## src/hw/rtl/mpst_pkg.sv

```systemverilog
package mpst_pkg;

  // Record geometry.
  localparam int MAX_SAMPLES = 2048;
  localparam int ADDR_W      = $clog2(MAX_SAMPLES);
  localparam int CNT_W       = ADDR_W + 1;
  localparam int E_W         = 42;

  // Configuration port.
  localparam int CFG_IDX_W = 2;
  localparam int CFG_W     = 16;
  localparam logic [CFG_IDX_W-1:0] REG_SNR_THR = 2'd0;
  localparam logic [CFG_IDX_W-1:0] REG_GUARD   = 2'd1;
  localparam logic [CFG_IDX_W-1:0] REG_RMS_DIV = 2'd2;

  // Input request: eight channel samples and the record end mark.
  typedef struct packed {
    logic signed [15:0] sample_h1;
    logic signed [15:0] sample_v1;
    logic signed [15:0] sample_h2;
    logic signed [15:0] sample_v2;
    logic signed [15:0] sample_h3;
    logic signed [15:0] sample_v3;
    logic signed [15:0] sample_h4;
    logic signed [15:0] sample_v4;
    logic               last_sample;
  } in_t;

  // Result request.
  typedef struct packed {
    logic        is_pulse;
    logic [15:0] h_snr_avg;
    logic [15:0] h_peak_avg;
    logic [15:0] v_peak_avg;
  } out_t;

  // Commands from the controller to the datapath.
  typedef struct packed {
    logic load;
    logic pass_start;
    logic pass_rd;
    logic snr_first;
    logic snr_sq;
    logic snr_mul;
    logic snr_chk;
    logic div_step;
    logic sqrt_step;
    logic step_clr;
    logic snr_store;
    logic snr_next;
    logic finish;
  } cmd_t;

  // Status from the datapath to the controller.
  typedef struct packed {
    logic pass_end;
    logic pipe_busy;
    logic special;
    logic div_last;
    logic sqrt_last;
    logic sel_last;
    logic out_busy;
  } sts_t;

  // Exact floor(x / 3) for x below 3 * 2^16, by a reciprocal multiply.
  function automatic logic [15:0] div3(input logic [17:0] x);
    logic [37:0] p;
    p = 38'(x) * 38'd349526;
    return p[35:20];
  endfunction

endpackage

```

## src/hw/rtl/mpst_ctrl.sv

```systemverilog
module mpst_ctrl import mpst_pkg::*; (
  input  logic clk_i,
  input  logic rst_ni,
  input  logic in_valid_i,
  input  logic in_last_i,
  output logic in_ready_o,
  input  sts_t sts_i,
  output cmd_t cmd_o
);

  localparam logic [3:0] S_IDLE  = 4'd0;
  localparam logic [3:0] S_PASS  = 4'd1;
  localparam logic [3:0] S_DRAIN = 4'd2;
  localparam logic [3:0] S_SQ    = 4'd3;
  localparam logic [3:0] S_MUL   = 4'd4;
  localparam logic [3:0] S_CHK   = 4'd5;
  localparam logic [3:0] S_DEC   = 4'd6;
  localparam logic [3:0] S_DIV   = 4'd7;
  localparam logic [3:0] S_SQRT  = 4'd8;
  localparam logic [3:0] S_STORE = 4'd9;
  localparam logic [3:0] S_FINAL = 4'd10;

  logic [3:0] state_q, state_d;

  // Sequencing of load, energy pass and per-channel SNR evaluation.
  always_comb begin
    state_d    = state_q;
    cmd_o      = '0;
    in_ready_o = (state_q == S_IDLE);
    case (state_q)
      S_IDLE: begin
        if (in_valid_i) begin
          cmd_o.load = 1'b1;
          if (in_last_i) begin
            cmd_o.pass_start = 1'b1;
            state_d          = S_PASS;
          end
        end
      end
      S_PASS: begin
        if (sts_i.pass_end) begin
          state_d = S_DRAIN;
        end else begin
          cmd_o.pass_rd = 1'b1;
        end
      end
      S_DRAIN: begin
        if (!sts_i.pipe_busy) begin
          cmd_o.snr_first = 1'b1;
          state_d         = S_SQ;
        end
      end
      S_SQ: begin
        cmd_o.snr_sq = 1'b1;
        state_d      = S_MUL;
      end
      S_MUL: begin
        cmd_o.snr_mul = 1'b1;
        state_d       = S_CHK;
      end
      S_CHK: begin
        cmd_o.snr_chk  = 1'b1;
        cmd_o.step_clr = 1'b1;
        state_d        = S_DEC;
      end
      S_DEC: begin
        state_d = sts_i.special ? S_STORE : S_DIV;
      end
      S_DIV: begin
        cmd_o.div_step = 1'b1;
        if (sts_i.div_last) begin
          cmd_o.step_clr = 1'b1;
          state_d        = S_SQRT;
        end
      end
      S_SQRT: begin
        cmd_o.sqrt_step = 1'b1;
        if (sts_i.sqrt_last) begin
          state_d = S_STORE;
        end
      end
      S_STORE: begin
        cmd_o.snr_store = 1'b1;
        if (sts_i.sel_last) begin
          state_d = S_FINAL;
        end else begin
          cmd_o.snr_next = 1'b1;
          state_d        = S_SQ;
        end
      end
      S_FINAL: begin
        if (!sts_i.out_busy) begin
          cmd_o.finish = 1'b1;
          state_d      = S_IDLE;
        end
      end
      default: begin
        state_d = S_IDLE;
      end
    endcase
  end

  // State register.
  always_ff @(posedge clk_i or negedge rst_ni) begin
    if (!rst_ni) begin
      state_q <= S_IDLE;
    end else begin
      state_q <= state_d;
    end
  end

endmodule

```

## config.mk

```make
export PLATFORM = sky130hd
export DESIGN_NAME = mpst_ctrl
export DESIGN_NICKNAME = d
export VERILOG_FILES = /design/src/hw/rtl/mpst_pkg.sv /design/src/hw/rtl/mpst_ctrl.sv
export SDC_FILE = /design/constraint.sdc
export NUM_CORES = 1
export LEC_CHECK = 0
export BUFFER_PORTS_ARGS = -buffer_cell sky130_fd_sc_hd__buf_4
export CORE_AREA = 2 2 39 41
export DETAILED_ROUTE_END_ITERATION = 10
export DIE_AREA = 0 0 41 43
export PLACE_DENSITY = 0.67
export SYNTH_ARGS = -nofsm -noshare
export SYNTH_HDL_FRONTEND = slang
export SYNTH_SLANG_ARGS = --single-unit
```

## constraint.sdc

```tcl
create_clock -name clk_i -period 1.4 [get_ports clk_i]
set_input_delay 0.07 -clock clk_i [delete_from_list [all_inputs] [get_ports clk_i]]
set_output_delay 0.07 -clock clk_i [all_outputs]
set_load 0.01 [all_outputs]
```

; ---- Word level (Yosys, flattened, before mapping)
; Index checks and enable logic that the tools add are counted.
; W data, S select, Z words.
[word_totals]
ff_bits = 4
inputBits = 11
output_inout_bits = 14
wordCells = 48
[op_classes]
n_eq_ne = 17
n_mux = 28
n_reduce_logical = 2
[op_table]
columns = cell, n
row1 = $pmux W4 S11, 1
row2 = $mux W4, 9
row3 = $eq A4 B3 Y1 const B, 4
row4 = $mux W1, 14
row5 = $ne A2 B2 Y1 const B, 7
row6 = $eq A4 B4 Y1 const B, 3
row7 = $eq A4 B2 Y1 const B, 2
row8 = $reduce_and A7 Y1, 1
row9 = $mux W2, 3
row10 = $eq A4 B1 Y1 const B, 1
row11 = $logic_not A4 Y1, 1
row12 = $pmux W1 S2, 1

; ---- Logic depth before layout (Yosys ltp)
; Gate-level depths: netlist of the first run.
[logic_depth]
ltp_word = 3
depth_mapped = 5
mapped_depth_nobuf = 4

; ---- Worst setup path after synthesis of the first run
; Ideal clock, no wire load.
[synth_timing]
kind = reg2reg
from = register state_q[0]
to = register state_q[0]
arrival_time_ns = 1.314
path_slack_ns = -0.048
stages_incl_launch_ff = 5
path_buffers = 0
period_less_slack_ns = 1.448
path_cell_list = dfrtp_1 -> nor4_2 -> a21boi_2 -> a2111oi_4 -> mux2i_1
[synth_via]
elab_chain_len = 3
word_cells_on_any_way = 20
cone_classes = 17 x eq/ne / 1 x mux / 2 x reduce/logical
[synth_lines]
columns = item, line
row1 = start: declaration, mpst_ctrl.sv:23  ; logic [3:0] state_q, state_d;
row2 = start signal: assignment, mpst_ctrl.sv:108  ; state_q <= state_d;
row3 = $logic_not A4 Y1 *, -
row4 = via in_ready_o, mpst_ctrl.sv:6  ; output logic in_ready_o,
row5 = $ne A2 B2 Y1 (no line), -
row6 = $reduce_and A7 Y1 (no line), -
; The timed path passes the listed nets; every way through them passes the cells marked *.
; A chain may end at the register's enable or synchronous reset.

==> summary.txt, run 1 <==
Outcome
  • Outcome: complete, but fails checks
  • Failing checks: setup timing

Yosys
  • Synthesized area: roughly 470 µm²
  • Flops & latches, synth: 4
  • Yosys cell types: 27
  • Post-Synth XOR/XNOR Area: 0
  • Post-Synth Adder-Cell Area: 0
  • Largest family of logic cells by synthesized area: simple AND/OR/NAND/NOR gates
  • Mean area per synthesized cell: roughly 8.2 µm²
  • Post-synthesis simple-gate area fraction: 0.328
  • Net count after synthesis: a little under 70
  • Compound-Gate Fraction of Synth Area: 0.315
  • Syn Inst Count: 57
  • Post-synthesis mux area share: 0.0430
  • Seq/Total Area, Yosys: 0.215
  • Ys Warns: 0

Placement
  • Cells after DPL: 109
  • Area after DPL: just under 800 µm²
  • Detailed Place HPWL: ~1100 µm
  • Dpl ws: -48.0 ps
  • Routability cong.: ~0.81
  • Number of port buffers: 24

Final layout
  • Biggest regs: state_q (4)
  • Total Nets Final: 112
  • Most frequent cells in the layout: buf_4 (30), buf_6 (11), nor2_1 (6), a21oi_1 (6)
  • Layout cells sized above 1: 0.717
  • Area grow syn2layout: 117%
  • FILL cells: 95
  • Antenna cell count: 0
  • Largest Register: state_q
  • Most common cell after layout, fill and taps aside: buf_4
  • Largest register FFs: 4
  • Layout Cell Area excl Fill: 0.00101 mm²
  • Final cell count without fillers: approximately 120

Worst setup path
  • FF-to-FF path depth: 4
  • Critical path startpoint category: flop
  • CP max FO: 4
  • R2r setup slk: -10 ps
  • Worst R2R End: state_q[1]$_DFFE_PN0P_
  • R2r startpoint: state_q[1]$_DFFE_PN0P_
  • CP Capture Type: primary output
  • Crit path kind: flop to primary output
  • Worst EP required: 1330 ps
  • CP arrival: around 1400 ps

Detailed routing
  • WL final: roughly 1600 µm
  • Met1 WL: approximately 610 µm
  • Residual DRC count: 0
  • Routed Antenna Nets: 0
  • Vias: between 600 and 700
  • DR pass1 iterations: 3
  • Drt via density: between 5 and 6
  • DRT iter0 DRCs: 7
  • Metal2 WL: 909 µm
  • Met3 WL post-DR: about 83 µm
  • Routed WL per cell: 14.2 µm
  • Top Layer Used: met4

GRT
  • First-pass GRT wire length: 2300 µm
  • Total congestion overflow: 0
  • Largest net degree at the start of global routing: 8
  • Total track usage: 0.191
  • Initial antenna violation count: 0
  • Vias in the first global route: 587

Job
  • Max Cap Viol: 0

Timing
  • Actual slew at the worst max-slew pin: approximately 340 ps
  • Clock skew: 4.70 ps
  • Slew HR: 0.774
  • Max Slew Vio Count: 0
  • Setup ws final: -29.9 ps
  • FMAX: 699 MHz
  • Worst hold slack: approximately 170 ps
  • Final Hold Viols: 0
  • Clock period minus worst slack: roughly 1400 ps
  • RSZ-0062 raised after global routing: yes
  • # setup viols final: 4
  • Period utilization: 1.02

Worst hold path
  • Type of the worst min-delay path: input pin to asynchronous set/reset pin

Clocking
  • Num CTS Buffers: 3
  • Worst skew pair latency: about 230 ps
  • CTS root buffer: clkbuf_4
  • Max clock buf depth: 2
  • Clock-pin slew on the worst setup and hold paths: 40 ps
  • H-tree depth: 1
  • Clock Sink Count: 4
  • CTS tree: built

Power and ir drop
  • Total design power: 2.03 mW
  • Leakage: between 0.4 and 0.5 nW
  • Maximum VDD drop: 1.41 mV
  • Pwr/cell area: 2010 mW/mm²

Floorplanning
  • Initial Util: 0.336
  • # IOs: 25
  • Die Height: between 40 and 50 µm
  • Die Width: 41 µm
  • FP Rows: 14
  • Full die area: roughly 0.0018 mm²
  • Core Area: around 0.0014 mm²
-- per-stage QoR --
step | util | TNS [ps]
floorplan | - | 0
global placement | 0.564 | -10.3
detailed placement | 0.564 | -88.3
CTS | 0.651 | -97.1
global route | 0.731 | -538
finish | 0.731 | -52.9
-- worst max path at each step --
stage / startpoint / endpoint / cells after the start
after floorplan: state_q[1]$_DFFE_PN0P_ / state_q[0]$_DFFE_PN0P_ / 5
after global placement: state_q[1]$_DFFE_PN0P_ / state_q[0]$_DFFE_PN0P_ / 4
after detailed placement: state_q[1]$_DFFE_PN0P_ / state_q[0]$_DFFE_PN0P_ / 4
after CTS: state_q[0]$_DFFE_PN0P_ / cmd_o[11] / 4
after global routing: state_q[0]$_DFFE_PN0P_ / cmd_o[12] / 4
final: state_q[0]$_DFFE_PN0P_ / cmd_o[11] / 4
-- worst max-delay path: stages (launching register included) --
cell and delay, ps:
dfrtp_2 430, nor4_4 280, buf_4 150, and3_4 160, buf_6 90
-- final cells by class --
cell class / instances / area (µm²) / share of cell area
Multi-Input combinational cell: 45 / 470 / 0.465
Clock buffer: 3 / 22.5 / 0.0222
Inverter: 4 / 15.0 / 0.0148
Timing Repair Buffer: 43 / 379 / 0.375
Sequential cell: 4 / 105 / 0.104
Tap cell: 16 / 20.0 / 0.0198
-- report_power, final --
group / switching, mW / internal, mW / total (mW)
clock: 0.0452 / 0.0957 / 0.141
sequential: 0.115 / 0.179 / 0.294
combinational: 0.752 / 0.847 / 1.60
total: 0.912 / 1.12 / 2.03
-- kinds of logic after synthesis --
kind of cell / count (synthesis)
AO/OA/AOI/OAI: 17
buffers and inverters: 8
flip-flops: 4
multiplexers: 2
AND/OR/NAND/NOR: 26
-- synth_stat cells --
cell type	n	share of area
nor2_1	7	0.056
nor3_1	7	0.075
a21oi_1	6	0.065
dfrtp_1	4	0.22
inv_1	4	0.032
o21ai_0	4	0.043
buf_4	2	0.032
mux2i_1	2	0.043
nand2b_1	2	0.027
nor4_1	2	0.027
a2111oi_2	1	0.032
a2111oi_4	1	0.059
a211o_1	1	0.019
a21boi_2	1	0.024
a31oi_1	1	0.013
and2_1	1	0.013
and3_1	1	0.013
buf_2	1	0.011
buf_6	1	0.024
nand2_1	1	0.0081
nand2b_2	1	0.019
nand2b_4	1	0.030
nor2b_1	1	0.013
nor2b_2	1	0.019
nor4_2	1	0.027
o21bai_1	1	0.016
o22ai_4	1	0.043
-- routing by layer --
metal,global-route usage,vias to the layer above
li1,-,291
met1,0.211,292
met2,0.334,17
met3,0.0628,2
met4,0.0400,0
met5,0,-
-- timing repair --
item                                    CTS  global route
setup buffers                             1             1
hold endpoints to repair                  4             0
hold buffers                              1             0
gates resized for setup                  18            21
endpoints found under the setup margin   13            14
pin swaps                                 4             5
(Power assumes the default switching activity.)
==> run 2, diff against run 1 <==
- PLACE_DENSITY: 0.67 -> not set
- PLACE_DENSITY_LB_ADDON: not set -> 0.25
==> summary.txt, run 2 (synthesis results as in run 1) <==
Worst setup path
  • R2r setup slk: -30 ps
  • FF-to-FF path depth: 5
  • Crit path kind: flop to primary output
  • Worst EP required: about 1300 ps
  • CP arrival: 1380 ps
  • Critical path startpoint category: flop
  • R2r startpoint: state_q[0]$_DFFE_PN0P_
  • Worst R2R End: state_q[0]$_DFFE_PN0P_
  • CP max FO: 4
  • CP Capture Type: primary output

Floorplanning
  • Initial Util: 0.336
  • # IOs: 25
  • FP Rows: 14
  • Full die area: approximately 0.0018 mm²
  • Die Height: 43 µm
  • Core Area: approximately 0.0014 mm²
  • Die Width: ~41 µm

Power and ir drop
  • P_int: 1.13 mW
  • NetSw: about 0.88 mW
  • Share of power burned in registers: 0.147
  • Comb pwr share: 0.784
  • Pwr/cell area: ~2100 mW/mm²
  • Sw Share: 0.437
  • Leakage: 0.442 nW
  • Maximum VDD drop: 1.17 mV
  • Share of total power in the clock network: 0.069

Final layout
  • Most frequent cells in the layout: buf_4 (38), buf_6 (7), nor2_1 (6), a21oi_1 (6)
  • Largest register FFs: 4
  • Layout cells sized above 1: 0.716
  • Biggest regs: state_q (4)
  • Largest Register: state_q
  • Final core occ: 0.708
  • Total Nets Final: 115
  • Most common cell after layout, fill and taps aside: buf_4
  • Layout Cell Area excl Fill: a little under 0.001 mm²
  • Area grow syn2layout: 110%
  • FILL cells: about 120
  • Antenna cell count: 0

Clocking
  • Clock-pin slew on the worst setup and hold paths: about 40 ps
  • CTS root buffer: clkbuf_4
  • Clock Sink Count: 4
  • Worst skew pair latency: 230 ps
  • Max clock buf depth: 2
  • Num CTS Buffers: 3
  • H-tree depth: 1
  • CTS tree: built

GRT
  • GR Layer Usage met3: 0.0157
  • GRT busiest layer: met2
  • Met1 Track Usage GR: 0.294
  • Total track usage: 0.208
  • Largest net degree at the start of global routing: 8
  • GR met2 Demand/Resource: 0.325
  • Total congestion overflow: 0
  • First-pass GRT wire length: between 2000 and 3000 µm
  • Initial antenna violation count: 0
  • Vias in the first global route: between 500 and 600

Detailed routing
  • WL final: between 1500 and 2000 µm
  • DR pass1 iterations: 4
  • DRT iter0 DRCs: 9
  • Residual DRC count: 0
  • Routed WL per cell: between 10 and 15 µm
  • Vias: 604
  • Drt via density: 5.12
  • Routed Antenna Nets: 0

Timing
  • Clock skew: roughly 1.4 ps
  • Slew HR: 0.766
  • Actual slew at the worst max-slew pin: around 350 ps
  • Max Slew Vio Count: 0
  • Setup ws final: -45.2 ps
  • Final Hold Viols: 0
  • Clock period minus worst slack: ~1400 ps
  • RSZ-0062 raised after global routing: yes
  • Period utilization: 1.03
  • FMAX: slightly below 700 MHz
  • # setup viols final: 6

Job
  • Max Cap Viol: 0

Placement
  • Routability cong.: just over 0.8
  • Detailed Place HPWL: 1100 µm
  • Number of port buffers: 24
  • Area after DPL: 773 µm²

Worst hold path
  • Type of the worst min-delay path: input pin to asynchronous set/reset pin

Outcome
  • Failing checks: setup timing
  • Outcome: complete, but fails checks
[run 2: changes by cell type in the layout (fill, tap and decap cells not counted), sizes merged]
cell,previous run,this run
buf,42,45
[run 2: worst max-delay path by stage]
| stage | cells past startpoint | from | end |
|---|---|---|---|
| 2_1_floorplan | 5 | state_q[1]$_DFFE_PN0P_ | state_q[0]$_DFFE_PN0P_ |
| 3_3_place_gp | 4 | state_q[1]$_DFFE_PN0P_ | state_q[0]$_DFFE_PN0P_ |
| 3_5_place_dp | 4 | state_q[1]$_DFFE_PN0P_ | state_q[0]$_DFFE_PN0P_ |
| 4_1_cts | 4 | state_q[0]$_DFFE_PN0P_ | cmd_o[11] |
| 5_1_grt | 4 | state_q[0]$_DFFE_PN0P_ | cmd_o[11] |
| 6_report | 4 | state_q[0]$_DFFE_PN0P_ | cmd_o[11] |
[run 2: stage by stage]
stage | setup slack [ps] | hold WS, ps | setup TNS [ps] | power [mW] | cells
5_1_grt | -108 | 210 | -711 | 2.16 | 118
4_1_cts | -61.8 | 169 | -253 | 1.83 | 116
3_5_place_dp | -83.4 | -134 | -159 | 1.50 | 108
3_3_place_gp | -34.5 | -134 | -59.7 | 1.49 | 108
2_1_floorplan | 4.37 | -226 | 0 | 0.987 | 57
6_report | -45.2 | 200 | -140 | 2.01 | 118
[run 2: cell type report]
cell class                 count  area (µm²)  share of cell area
tap                           16        20.0              0.0204
timing repair buffer          46         374               0.382
clock buffer                   3        22.5              0.0230
inverter                       4        15.0              0.0153
sequential                     4         105               0.107
multi-input combinational     45         443               0.452
[run 2: critical path: stages, from the launching register on]
cell and delay [ps]:
dfrtp_2 440, nor4_4 290, buf_4 160, and3_4 160, buf_6 90
[run 2: repair_timing]
action,in CTS,in global routing
hold buffers,1,0
endpoints found under the setup margin,13,15
setup buffers,4,2
resized for setup,14,14
pin swaps,3,2
hold endpoints to repair,4,0
[run 2: metal layers]
layer | routed length (µm) | part of all wire
met3 | 55 | 0.035
met4 | 0 | 0
met1 | 657 | 0.42
met5 | 0 | 0
met2 | 863 | 0.55
[run 2: power by group through the flow]
stage | clock network, mW | registers [mW] | logic, mW
floorplan | 0 | 0.220 | 0.767
global placement | 0 | 0.265 | 1.22
detailed placement | 0 | 0.272 | 1.23
CTS | 0.140 | 0.293 | 1.40
global route | 0.150 | 0.306 | 1.70
finish | 0.139 | 0.295 | 1.58
